<file path="config.mk">
export PLATFORM = sky130hd
export DESIGN_NAME = wheel_odometry_obstacle_monitor_core
export DESIGN_NICKNAME = d
export VERILOG_FILES = /design/src/design/womon_pkg.sv /design/src/design/wheel_odometry_obstacle_monitor_core.sv /design/src/design/womon_ctrl.sv /design/src/design/womon_dp.sv
export SDC_FILE = /design/constraint.sdc
export NUM_CORES = 2
export LEC_CHECK = 0
export BUFFER_PORTS_ARGS = -buffer_cell sky130_fd_sc_hd__buf_2
export CAP_MARGIN = 40
export CORE_MARGIN = 4
export CORE_UTILIZATION = 45
export CTS_CLUSTER_DIAMETER = 200
export CTS_CLUSTER_SIZE = 8
export DETAILED_ROUTE_END_ITERATION = 7
export PLACE_DENSITY = 0.64
export REMOVE_ABC_BUFFERS = 1
export SETUP_SLACK_MARGIN = 0.15
export SLEW_MARGIN = 40
export SYNTH_ARGS = -nofsm -noshare
export SYNTH_HDL_FRONTEND = slang
export SYNTH_SLANG_ARGS = --single-unit
</file>
<file path="constraint.sdc">
create_clock -name clk -period 13.9 [get_ports clk]
set_input_delay 4.17 -clock clk [delete_from_list [all_inputs] [get_ports clk]]
set_output_delay 4.17 -clock clk [all_outputs]
set_load 0.05 [all_outputs]
</file>
<file path="src/design/womon_pkg.sv">
// Shared types and constants of the wheel odometry and obstacle monitor.
`default_nettype none

package womon_pkg;

  // configuration port
  localparam int CFG_IDX_W  = 3;
  localparam int CFG_DATA_W = 24;

  localparam logic [CFG_IDX_W-1:0] REG_OPC_ULTRA  = 3'd0;
  localparam logic [CFG_IDX_W-1:0] REG_OPC_HALL   = 3'd1;
  localparam logic [CFG_IDX_W-1:0] REG_OPC_HSPEED = 3'd2;
  localparam logic [CFG_IDX_W-1:0] REG_CIRC       = 3'd3;
  localparam logic [CFG_IDX_W-1:0] REG_RATE       = 3'd4;
  localparam logic [CFG_IDX_W-1:0] REG_TIMEOUT    = 3'd5;

  localparam int OPC_W     = 8;
  localparam int CIRC_W    = 16;
  localparam int RATE_W    = 20;
  localparam int TIMEOUT_W = 24;
  localparam int DIST_W    = 32;
  localparam int SPEED_W   = 16;

  localparam logic [OPC_W-1:0]     RST_OPC_ULTRA  = 8'd1;
  localparam logic [OPC_W-1:0]     RST_OPC_HALL   = 8'd2;
  localparam logic [OPC_W-1:0]     RST_OPC_HSPEED = 8'd3;
  localparam logic [CIRC_W-1:0]    RST_CIRC       = 16'd240;
  localparam logic [RATE_W-1:0]    RST_RATE       = 20'd1000;
  localparam logic [TIMEOUT_W-1:0] RST_TIMEOUT    = 24'd500;

  // item kinds and ultrasonic codes
  localparam logic       ACT_TICK     = 1'b0;
  localparam logic       ACT_MSG      = 1'b1;
  localparam logic [7:0] ULTRA_CLEAR  = 8'd0;
  localparam logic [7:0] ULTRA_STOP   = 8'd1;
  localparam logic       STOP_PAYLOAD = 1'b1;

  // divider: dividend is circumference times tick rate
  localparam int NUM_W     = CIRC_W + RATE_W;
  localparam int DIV_STEPS = NUM_W;
  localparam int DIV_CNT_W = 6;

  typedef enum logic [2:0] {
    ST_IDLE,
    ST_EXEC,
    ST_DIV,
    ST_SPEED,
    ST_PUB
  } state_t;

  typedef struct packed {
    logic load;
    logic exec;
    logic div_step;
    logic speed_wr;
    logic publish;
  } cmd_t;

  typedef struct packed {
    logic need_div;
    logic div_last;
    logic out_free;
  } sts_t;

endpackage

`default_nettype wire

</file>
<file path="src/design/wheel_odometry_obstacle_monitor_core.sv">
// Top level of the wheel odometry and obstacle monitor.
//
//   channel  ports                                   transfer
//   in       in_valid/in_ready, in_action..          one tick or sensor message
//   out      out_valid/out_ready, out_obstacle_flag  one status beat per input beat
//   cfg      cfg_we, cfg_index, cfg_data             register write, no wait
//
// Ticks, ultrasonic, speed and unknown messages: execute, then publish, with no division.
// Hall pulse with a measured interval: execute, the 36-step serial divider, speed write, publish.
// Reset is synchronous, active low; config registers return to their defaults.
// A new beat is taken while the previous result waits in the output register;
// a stalled output only holds the block once the next result is ready.
`default_nettype none

module wheel_odometry_obstacle_monitor_core
  import womon_pkg::*;
#(
  parameter int PULSE_COUNT_BITS = 24,
  parameter int TICK_COUNT_BITS  = 32
) (
  input  wire                   clk,
  input  wire                   rst_n,
  input  wire                   cfg_we,
  input  wire  [CFG_IDX_W-1:0]  cfg_index,
  input  wire  [CFG_DATA_W-1:0] cfg_data,
  input  wire                   in_valid,
  output logic                  in_ready,
  input  wire                   in_action,
  input  wire  [OPC_W-1:0]      in_opcode,
  input  wire  [7:0]            in_data,
  input  wire                   in_clear_distance,
  output logic                  out_valid,
  input  wire                   out_ready,
  output logic                  out_obstacle_flag,
  output logic                  out_stop_message_valid,
  output logic                  out_stop_message_data,
  output logic [DIST_W-1:0]     out_distance_mm,
  output logic [SPEED_W-1:0]    out_speed_mm_per_s
);

  cmd_t cmd;
  sts_t sts;

  womon_ctrl u_ctrl (
    .clk      (clk),
    .rst_n    (rst_n),
    .in_valid (in_valid),
    .in_ready (in_ready),
    .sts_i    (sts),
    .cmd_o    (cmd)
  );

  womon_dp #(
    .PULSE_COUNT_BITS (PULSE_COUNT_BITS),
    .TICK_COUNT_BITS  (TICK_COUNT_BITS)
  ) u_dp (
    .clk                    (clk),
    .rst_n                  (rst_n),
    .cfg_we                 (cfg_we),
    .cfg_index              (cfg_index),
    .cfg_data               (cfg_data),
    .in_action              (in_action),
    .in_opcode              (in_opcode),
    .in_data                (in_data),
    .in_clear_distance      (in_clear_distance),
    .cmd_i                  (cmd),
    .sts_o                  (sts),
    .out_valid              (out_valid),
    .out_ready              (out_ready),
    .out_obstacle_flag      (out_obstacle_flag),
    .out_stop_message_valid (out_stop_message_valid),
    .out_stop_message_data  (out_stop_message_data),
    .out_distance_mm        (out_distance_mm),
    .out_speed_mm_per_s     (out_speed_mm_per_s)
  );

endmodule

`default_nettype wire

</file>
<file path="src/design/womon_ctrl.sv">
// Sequencing controller of the odometry and obstacle monitor.
`default_nettype none

module womon_ctrl
  import womon_pkg::*;
(
  input  wire  clk,
  input  wire  rst_n,
  input  wire  in_valid,
  output logic in_ready,
  input  sts_t sts_i,
  output cmd_t cmd_o
);

  state_t state_r;
  state_t state_nxt;

  always_ff @(posedge clk) begin
    if (!rst_n) begin
      state_r <= ST_IDLE;
    end else begin
      state_r <= state_nxt;
    end
  end

  always_comb begin
    state_nxt = state_r;
    case (state_r)
      ST_IDLE: begin
        if (in_valid) state_nxt = ST_EXEC;
      end
      ST_EXEC: begin
        state_nxt = sts_i.need_div ? ST_DIV : ST_PUB;
      end
      ST_DIV: begin
        if (sts_i.div_last) state_nxt = ST_SPEED;
      end
      ST_SPEED: begin
        state_nxt = ST_PUB;
      end
      ST_PUB: begin
        if (sts_i.out_free) state_nxt = ST_IDLE;
      end
      default: begin
        state_nxt = ST_IDLE;
      end
    endcase
  end

  always_comb begin
    in_ready       = 1'b0;
    cmd_o          = '0;
    case (state_r)
      ST_IDLE: begin
        in_ready   = 1'b1;
        cmd_o.load = in_valid;
      end
      ST_EXEC: begin
        cmd_o.exec = 1'b1;
      end
      ST_DIV: begin
        cmd_o.div_step = 1'b1;
      end
      ST_SPEED: begin
        cmd_o.speed_wr = 1'b1;
      end
      ST_PUB: begin
        cmd_o.publish = sts_i.out_free;
      end
      default: begin
        in_ready = 1'b0;
      end
    endcase
  end

`ifndef SYNTHESIS
  a_load_then_exec: assert property (@(posedge clk) disable iff (!rst_n)
    cmd_o.load |=> (state_r == ST_EXEC))
    else $error("accepted beat not followed by execute");

  a_publish_free: assert property (@(posedge clk) disable iff (!rst_n)
    cmd_o.publish |-> sts_i.out_free)
    else $error("result written while output register occupied");

  a_div_exit: assert property (@(posedge clk) disable iff (!rst_n)
    (state_r == ST_DIV && sts_i.div_last) |=> (state_r == ST_SPEED))
    else $error("divider did not hand over to speed write");

  a_no_accept_busy: assert property (@(posedge clk) disable iff (!rst_n)
    (state_r == ST_DIV) |-> (!in_ready && !cmd_o.publish))
    else $error("input or output active during division");
`endif

endmodule

`default_nettype wire

</file>
<file path="src/design/womon_dp.sv">
// Datapath: config registers, odometry state, serial divider, output register.
`default_nettype none

module womon_dp
  import womon_pkg::*;
#(
  parameter int PULSE_COUNT_BITS = 24,
  parameter int TICK_COUNT_BITS  = 32
) (
  input  wire                       clk,
  input  wire                       rst_n,
  input  wire                       cfg_we,
  input  wire  [CFG_IDX_W-1:0]      cfg_index,
  input  wire  [CFG_DATA_W-1:0]     cfg_data,
  input  wire                       in_action,
  input  wire  [OPC_W-1:0]          in_opcode,
  input  wire  [7:0]                in_data,
  input  wire                       in_clear_distance,
  input  cmd_t                      cmd_i,
  output sts_t                      sts_o,
  output logic                      out_valid,
  input  wire                       out_ready,
  output logic                      out_obstacle_flag,
  output logic                      out_stop_message_valid,
  output logic                      out_stop_message_data,
  output logic [DIST_W-1:0]         out_distance_mm,
  output logic [SPEED_W-1:0]        out_speed_mm_per_s
);

  localparam int PB = PULSE_COUNT_BITS;
  localparam int TB = TICK_COUNT_BITS;

  // configuration
  logic [OPC_W-1:0]     opc_ultra_r, opc_hall_r, opc_hspeed_r;
  logic [CIRC_W-1:0]    circ_r;
  logic [RATE_W-1:0]    rate_r;
  logic [TIMEOUT_W-1:0] timeout_r;

  always_ff @(posedge clk) begin
    if (!rst_n) begin
      opc_ultra_r  <= RST_OPC_ULTRA;
      opc_hall_r   <= RST_OPC_HALL;
      opc_hspeed_r <= RST_OPC_HSPEED;
      circ_r       <= RST_CIRC;
      rate_r       <= RST_RATE;
      timeout_r    <= RST_TIMEOUT;
    end else if (cfg_we) begin
      case (cfg_index)
        REG_OPC_ULTRA:  opc_ultra_r  <= cfg_data[OPC_W-1:0];
        REG_OPC_HALL:   opc_hall_r   <= cfg_data[OPC_W-1:0];
        REG_OPC_HSPEED: opc_hspeed_r <= cfg_data[OPC_W-1:0];
        REG_CIRC:       circ_r       <= cfg_data[CIRC_W-1:0];
        REG_RATE:       rate_r       <= cfg_data[RATE_W-1:0];
        REG_TIMEOUT:    timeout_r    <= cfg_data[TIMEOUT_W-1:0];
        default: ;
      endcase
    end
  end

  // captured beat
  logic             act_r;
  logic [OPC_W-1:0] opc_r;
  logic [7:0]       data_r;
  logic             clr_r;

  always_ff @(posedge clk) begin
    if (cmd_i.load) begin
      act_r  <= in_action;
      opc_r  <= in_opcode;
      data_r <= in_data;
      clr_r  <= in_clear_distance;
    end
  end

  // odometry state
  logic               obstacle_r, obstacle_nxt;
  logic [7:0]         last_byte_r, last_byte_nxt;
  logic               ultra_seen_r, ultra_seen_nxt;
  logic [PB-1:0]      pulse_r, pulse_nxt;
  logic [TB-1:0]      ticks_r, ticks_nxt;
  logic               hall_seen_r, hall_seen_nxt;
  logic [SPEED_W-1:0] speed_r, speed_nxt;
  logic               msg_valid_r, msg_valid_nxt;
  logic               msg_data_r, msg_data_nxt;

  // divider
  logic [NUM_W-1:0]     div_num_r;
  logic [TB-1:0]        div_rem_r;
  logic [TB-1:0]        div_den_r;
  logic [DIV_CNT_W-1:0] div_cnt_r;
  logic [NUM_W-1:0]     num_prod;
  logic [TB:0]          trial;
  logic [TB:0]          diff;
  logic                 trial_ge;
  logic [SPEED_W-1:0]   speed_sat;

  logic               is_ultra, is_hall, is_hspeed;
  logic [TB-1:0]      ticks_inc, ticks_eff;
  logic               timed_out;
  logic               need_div;
  logic [SPEED_W-1:0] hspeed;

  assign is_ultra  = (act_r == ACT_MSG) && (opc_r == opc_ultra_r);
  assign is_hall   = (act_r == ACT_MSG) && !is_ultra && (opc_r == opc_hall_r);
  assign is_hspeed = (act_r == ACT_MSG) && !is_ultra && !is_hall
                     && (opc_r == opc_hspeed_r);
  assign ticks_inc = (ticks_r != '1) ? ticks_r + 1'b1 : ticks_r;
  assign ticks_eff = (act_r == ACT_TICK) ? ticks_inc : ticks_r;
  assign timed_out = 64'(ticks_eff) > 64'(timeout_r);
  assign need_div  = is_hall && hall_seen_r && (ticks_r != '0);
  // data * 10 as two shifts
  assign hspeed    = (SPEED_W'(data_r) << 3) + (SPEED_W'(data_r) << 1);

  always_comb begin
    obstacle_nxt   = obstacle_r;
    last_byte_nxt  = last_byte_r;
    ultra_seen_nxt = ultra_seen_r;
    pulse_nxt      = pulse_r;
    ticks_nxt      = ticks_r;
    hall_seen_nxt  = hall_seen_r;
    speed_nxt      = speed_r;
    msg_valid_nxt  = msg_valid_r;
    msg_data_nxt   = msg_data_r;
    if (cmd_i.exec) begin
      msg_valid_nxt = 1'b0;
      msg_data_nxt  = 1'b0;
      if (timed_out) speed_nxt = '0;
      if (act_r == ACT_TICK) begin
        ticks_nxt = ticks_inc;
      end else if (is_ultra) begin
        if (!ultra_seen_r || (data_r != last_byte_r)) begin
          last_byte_nxt  = data_r;
          ultra_seen_nxt = 1'b1;
          if (data_r == ULTRA_STOP) begin
            obstacle_nxt  = 1'b1;
            msg_valid_nxt = 1'b1;
            msg_data_nxt  = STOP_PAYLOAD;
          end else if (data_r == ULTRA_CLEAR) begin
            obstacle_nxt  = 1'b0;
            msg_valid_nxt = 1'b1;
            msg_data_nxt  = 1'b0;
          end
        end
      end else if (is_hall) begin
        if (clr_r) begin
          pulse_nxt = '0;
        end else if (pulse_r != '1) begin
          pulse_nxt = pulse_r + 1'b1;
        end
        // with a division pending the speed is written once it finishes
        if (!need_div) speed_nxt = '0;
        hall_seen_nxt = 1'b1;
        ticks_nxt     = '0;
      end else if (is_hspeed) begin
        speed_nxt = hspeed;
      end
    end else if (cmd_i.speed_wr) begin
      speed_nxt = speed_sat;
    end
  end

  always_ff @(posedge clk) begin
    if (!rst_n) begin
      obstacle_r   <= 1'b0;
      last_byte_r  <= '0;
      ultra_seen_r <= 1'b0;
      pulse_r      <= '0;
      ticks_r      <= '0;
      hall_seen_r  <= 1'b0;
      speed_r      <= '0;
      msg_valid_r  <= 1'b0;
      msg_data_r   <= 1'b0;
    end else begin
      obstacle_r   <= obstacle_nxt;
      last_byte_r  <= last_byte_nxt;
      ultra_seen_r <= ultra_seen_nxt;
      pulse_r      <= pulse_nxt;
      ticks_r      <= ticks_nxt;
      hall_seen_r  <= hall_seen_nxt;
      speed_r      <= speed_nxt;
      msg_valid_r  <= msg_valid_nxt;
      msg_data_r   <= msg_data_nxt;
    end
  end

  // restoring division, one quotient bit per cycle; quotient shifts into div_num_r
  assign num_prod  = circ_r * rate_r;
  assign trial     = {div_rem_r, div_num_r[NUM_W-1]};
  assign diff      = trial - {1'b0, div_den_r};
  assign trial_ge  = trial >= {1'b0, div_den_r};
  assign speed_sat = (div_num_r[NUM_W-1:SPEED_W] != '0) ? '1 : div_num_r[SPEED_W-1:0];

  always_ff @(posedge clk) begin
    if (cmd_i.exec) begin
      div_num_r <= num_prod;
      div_rem_r <= '0;
      div_den_r <= ticks_r;
      div_cnt_r <= '0;
    end else if (cmd_i.div_step) begin
      div_rem_r <= trial_ge ? diff[TB-1:0] : trial[TB-1:0];
      div_num_r <= {div_num_r[NUM_W-2:0], trial_ge};
      div_cnt_r <= div_cnt_r + 1'b1;
    end
  end

  // distance, saturated to 32 bits
  logic [PB+CIRC_W-1:0] dist_prod;
  logic [63:0]          dist_wide;
  logic [DIST_W-1:0]    dist_sat;

  assign dist_prod = pulse_r * circ_r;
  assign dist_wide = 64'(dist_prod);
  assign dist_sat  = (dist_wide[63:DIST_W] != '0) ? '1 : dist_wide[DIST_W-1:0];

  // output register
  logic out_valid_r;

  always_ff @(posedge clk) begin
    if (!rst_n) begin
      out_valid_r <= 1'b0;
    end else if (cmd_i.publish) begin
      out_valid_r <= 1'b1;
    end else if (out_ready) begin
      out_valid_r <= 1'b0;
    end
  end

  always_ff @(posedge clk) begin
    if (cmd_i.publish) begin
      out_obstacle_flag      <= obstacle_r;
      out_stop_message_valid <= msg_valid_r;
      out_stop_message_data  <= msg_data_r;
      out_distance_mm        <= dist_sat;
      out_speed_mm_per_s     <= speed_r;
    end
  end

  assign out_valid      = out_valid_r;
  assign sts_o.need_div = need_div;
  assign sts_o.div_last = (div_cnt_r == DIV_CNT_W'(DIV_STEPS - 1));
  assign sts_o.out_free = !out_valid_r || out_ready;

endmodule

`default_nettype wire
</file>
==> Yosys cells after proc, flatten, opt, wreduce, memory -nomap -nowiden <==
Index checks and enable logic that the tools add are counted.
{ "totals": {"word_cells": 141, "register_bits": 348, "output_inout_bits": 53, "inputBits": 50} }
{ "classes": {"bitwise": 1, "n_lt_le_gt_ge": 2, "muxes": 43, "multipliers": 2, "n_reduce_logical": 36, "add_sub_neg": 5, "eq_ne": 22} }
{ "ops": {"columns": ["operator", "count"], "rows": [
  ["32-bit 2-to-1 mux", 6],
  ["16-bit 2-to-1 mux", 9],
  ["36-bit 2-to-1 mux", 2],
  ["32-bit nonzero test", 2],
  ["24-bit 2-to-1 mux", 2],
  ["24-bit by 16-bit multiplier with 40-bit output", 1],
  ["16-bit by 20-bit multiplier with 36-bit output", 1],
  ["33-bit by 32-bit >= comparator with 1-bit output", 1],
  ["32-bit by 1-bit adder with 32-bit output (second input constant)", 1],
  ["32-bit by 24-bit > comparator with 1-bit output", 1],
  ["32-bit inequality test (second input constant)", 1],
  ["32-bit subtractor", 1],
  ["24-bit by 1-bit adder with 24-bit output (second input constant)", 1],
  ["8-bit equality test", 3],
  ["24-bit inequality test (second input constant)", 1],
  ["20-bit nonzero test", 1],
  ["1-bit 2-to-1 mux", 19],
  ["3-bit one-hot mux with 5 select lines", 1],
  ["11-bit by 9-bit adder with 12-bit output", 1],
  ["3-bit by 2-bit equality test with 1-bit output (second input constant)", 4],
  ["3-bit 2-to-1 mux", 4],
  ["2-bit AND reduction", 6],
  ["5-bit AND reduction", 2],
  ["2-bit nonzero test", 5],
  ["16 further kinds", 35]
]} }

==> Logic depth before layout (Yosys ltp) <==
{ "logic_depth": {"ltp_word": 13, "ltp_mapped": 28, "depth_no_buf": 24} }

==> Modules after synthesis <==
From an unflattened synthesis, not the netlist that was laid out.
{ "hier_totals": {"hier_cells": 4555, "area_unflattened_um2": 40608.9} }
{ "by_module_without_submodules": {"columns": ["module", "instances", "area_each_um2", "cells_each", "seq_area_each_um2"], "rows": [
  ["womon_dp", 1, 40423.8, 4534, 8277.9],
  ["womon_ctrl", 1, 185.2, 21, 60.1]
]} }

==> Worst setup path after synthesis <==
OpenSTA, ideal clock, no wires.
{ "synth_timing": {"path_type": "input to register", "startpoint": "input out_ready", "endpoint": "register u_dp.out_distance_mm[0], enable pin", "arrival_time_ns": 6.515, "n_path_buf": 0, "setup_slack_ns": 6.919, "setup_ns": 0.466, "required_ns": 13.434, "cell_stages": 2, "path_cell_list": "nor2b_1 > nor2b_1"} }
{ "synth_lines": {"columns": ["item", "line_no", "rtl"], "rows": [
  ["start, declared", "wheel_odometry_obstacle_monitor_core.sv:33", "input wire out_ready,"],
  ["end signal, assigned", "womon_dp.sv:233", "out_distance_mm <= dist_sat;"],
  ["end, declared", "womon_dp.sv:26", "output logic [DIST_W-1:0] out_distance_mm,"]
]} }

==> Worst setup path after layout <==
{ "layout_timing": {"startpoint": "register u_dp.circ_r[2]", "endpoint": "register u_dp.out_distance_mm[7] (data pin)"} }
{ "layout_via": {"elab_chain_cells": 2} }
{ "layout_lines": {"columns": ["item", "line_no", "rtl"], "rows": [
  ["start, declared", "womon_dp.sv:35", "logic [CIRC_W-1:0] circ_r;"],
  ["start signal, assigned", "womon_dp.sv:52", "REG_CIRC: circ_r <= cfg_data[CIRC_W-1:0];"],
  ["24-bit by 16-bit multiplier with 40-bit output *", "womon_dp.sv:211", "assign dist_prod = pulse_r * circ_r;"],
  ["32-bit nonzero test", "womon_dp.sv:213", "assign dist_sat = (dist_wide[63:DIST_W] != '0) ? '1 : dist_wide[DIST_W-1:0];"]
]} }
Every way passes the cells marked *; elsewhere a longest branch is shown, timed or not.
A chain may end at the register's enable or synchronous reset.

==> impl_metrics.csv <==
group,metric,value,unit
synthesis,synth_top_area_share,28.2,%
timing,tns,0,ns
power_and_ir_drop,total_power,0.00292,W
status,status,"finished clean",
final_layout,layout.nets,5323,
routing,1st_pass_router_iterations,5,
routing,wl_per_cell,18.4,um
worst_setup_path,cell_at_the_slowest_stage_of_the_critical_path,"dfxtp_1",
clocking,cts-buffers-inserted,49,
routing,detail_route.vias_per_cell,5.39,
global_routing,groute.usage.overall,22.6,%
worst_setup_path,timing.critical_path.fanout_max,32,
floorplan,std_cell_rows,108,
synthesis,ys_async_sr_fraction,0,%
flow_run,max_cap_violations,0,
floorplan,fp.dieArea,93000,um2
power_and_ir_drop,cellPowerDensity,68.7,nW/um2
placement,placement.io_buffers,102,
timing,grt_setup_unrepaired,"false",
placement,gp_congestion,0.869,
synthesis,ys.warnings.count,0,
synthesis,synth.area.top_cells,"fa_1 28%, dfxtp_1 11%, edfxtp_1 10%",
global_routing,grt_pass1_vias,31400,
timing,timing_worst_slew_pin_value,0.918,ns
timing,finalMaxSlewViolations,0,
timing,slew_headroom,38.7,%
synthesis,syn_avg_cell_area,8.84,um2
worst_setup_path,crit_required,14.22,ns
routing,drc,0,
worst_setup_path,crit_top_cell,"fa_1",
floorplan,io-pin-count,103,
routing,ant_nets,0,
synthesis,yosys.area.top_type,"fa_1",
floorplan,die_width,305,um
clocking,clockBufferDepth,3,
final_layout,area_delta_synth_final,7.04,%
timing,final_min_period_over_clock_period,56.9,%
final_layout,fill_cells,8309,
global_routing,grt_first_pass_wirelength,170000,um
clocking,cts_setup_buffers,0,
synthesis,netlist_area,39700,um2
clocking,cts_hold_buf,0,
hold_path,hp-class,"reg -> reg",
clocking,ctsRootBufferMaster,"clkbuf_16",
synthesis,postSynthRegisterBits,348,
worst_setup_path,worst_setup_path_start_kind,"register",
timing,achievable-frequency,126,MHz
synthesis,distinct_cell_type_count_of_the_synthesized_netlist,80,
synthesis,synth_most_common_cell,"nand2_1",
power_and_ir_drop,power.static_leakage,19.5,nW
worst_setup_path,endpoint_type_of_the_worst_setup_path,"register",
routing,num_vias,30300,
worst_setup_path,cp_slowest_stage_delay,0.78,ns
global_routing,pin_count_of_the_biggest_net_entering_global_routing,82,
final_layout,antenna_diodes,0,
floorplan,initial_core_utilization,45.5,%
synthesis,synthCells,4487,
clocking,worstSkewPairLatency,0.62,ns
timing,clk_skew,0.0335,ns
final_layout,drive_above_1_share,5.65,%
worst_setup_path,crit_buf_inv,7,
timing,final_period_minus_worst_setup_slack,7.91,ns
worst_setup_path,cpLargestDelayFamily,"adder cells",
floorplan,core_region_area,87200,um2
clocking,clock_sink_count,348,
routing,drt_first_iter_violations,1996,
clocking,cts_htree_levels,2,
floorplan,chipHeight,305,um
timing,hold_viol,0,
power_and_ir_drop,max_rail_drop_vdd,82.4,uV
synthesis,yosysSeqAreaShare,21.0,%
clocking,tritoncts,"yes",
routing,postRouteWirelength,103000,um
clocking,clock_pin_slew_on_the_worst_setup_and_hold_paths,0.05,ns
global_routing,antenna_found_initial,0,
synthesis,synth_common_cells,"794 x nand2_1, 701 x inv_1, 558 x fa_1, 295 x and2_1, 286 x ha_1",
synthesis,synth-edff-count,137,
global_routing,overflow,0,
worst_setup_path,worstPathArrival,8.23,ns
synthesis,ys_dominant_reg_cell,"dfxtp_1",
placement,hpwl_after_dpl,77400,um
timing,setup_viol,0,
worst_setup_path,path_class,"reg -> reg",
clocking,post_cts_resized,0,
-- where the power goes --
group / internal [W] / total [W] / switching (W) / leakage, nW
sequential: 0.00109 / 0.00112 / 0.0000307 / 3.01
combinational: 0.000249 / 0.000643 / 0.000395 / 15.9
clock: 0.000666 / 0.00115 / 0.000486 / 0.678
-- cell type report --
type	instances	area [um2]	area share [%]
inverters	702	2640	6.21
repair buffers	141	806	1.90
multi-input cells	3187	27800	65.4
well taps	1155	1450	3.40
clock buffers	79	1360	3.20
clock inverters	3	66.3	0.156
flip-flops and latches	348	8360	19.7
-- metal layers --
metal / track usage (%) / vias up / part of all wire [%]
met5: 0 / - / 0
met4: 6.97 / 0 / 3.2
met3: 2.75 / 208 / 5.7
met2: 38.6 / 886 / 48
met1: 30.2 / 15100 / 43
li1: - / 14100 / -
-- state kept, by name (all words and copies together), names as in the netlist, 20 cells and up --
name                  count
u_dp.rate_r              20
u_dp.div_num_r           36
u_dp.timeout_r           24
u_dp.div_rem_r           32
u_dp.out_distance_mm     32
u_dp.div_den_r           32
u_dp.ticks_r             32
u_dp.pulse_r             24
-- stage by stage --
| stage | utilization, % | setup WS, ns | instances | hold slack [ns] | area (um2) |
|---|---|---|---|---|---|
| 2_1_floorplan | - | 6.46 | 4237 | 0.408 | 38700 |
| 3_3_place_gp | 47.0 | 6.15 | 5533 | 0.415 | 41000 |
| 3_5_place_dp | 47.1 | 5.90 | 5533 | 0.413 | 41000 |
| 4_1_cts | 48.7 | 5.87 | 5615 | 0.434 | 42400 |
| 5_1_grt | 48.7 | 5.52 | 5615 | 0.438 | 42500 |
| 6_report | 48.7 | 5.99 | 5615 | 0.434 | 42500 |
-- layout by cell type (no fill, tap or decap), drive strengths merged, types with 12 or more instances in the layout --
| cell | n |
|---|---|
| nand2b | 19 |
| a21o | 52 |
| a31oi | 21 |
| and2 | 295 |
| a21oi | 131 |
| xnor2 | 90 |
| nor3 | 41 |
| a211oi | 12 |
| nand4 | 37 |
| nor4 | 21 |
| nand2 | 794 |
| edfxtp | 137 |
| a21boi | 88 |
| nor2 | 147 |
| buf | 141 |
| inv | 703 |
| xor2 | 78 |
| o21ai | 157 |
| ha | 286 |
| mux2i | 37 |
| or3 | 24 |
| dfxtp | 211 |
| clkbuf | 79 |
| and3 | 19 |
| o21a | 16 |
| o211ai | 19 |
| fa | 558 |
| nand3 | 68 |
| nor2b | 45 |
-- worst reg2reg max path, delay by kind of cell (launching register included) --
family                   cells  cell delay [ns]
adder cells (fa/ha/maj)      7             3.37
AO/OA/AOI/OAI                7             1.38
buffers and inverters        7             1.14
AND/OR/NAND/NOR              4             0.94
flip-flops                   1             0.78
-- worst paths after layout --
check / from / endpoint / slack (ns) / cells after the start
worst max-delay path: u_dp.circ_r[2]$_SDFFE_PN0P_ / u_dp.out_distance_mm[7]$_SDFFCE_PP1P_ / 5.99 / 25
worst min-delay path: u_dp.msg_valid_r$_SDFFE_PN0P_ / u_dp.out_stop_message_valid$_DFFE_PP_ / 0.43 / 0
worst max register to register: u_dp.circ_r[2]$_SDFFE_PN0P_ / u_dp.out_distance_mm[7]$_SDFFCE_PP1P_ / 5.99 / 25
worst min register to register: u_dp.msg_valid_r$_SDFFE_PN0P_ / u_dp.out_stop_message_valid$_DFFE_PP_ / 0.43 / 0
-- logic make-up after synthesis --
kind of cell             share of synthesized area, %
multiplexers                                    0.962
AND/OR/NAND/NOR                                  18.4
AO/OA/AOI/OAI                                    9.59
flip-flops                                       21.0
adder cells (fa/ha/maj)                          37.2
buffers and inverters                            9.12
XOR/XNOR                                         3.71
Power figures use the tool's default switching activity.
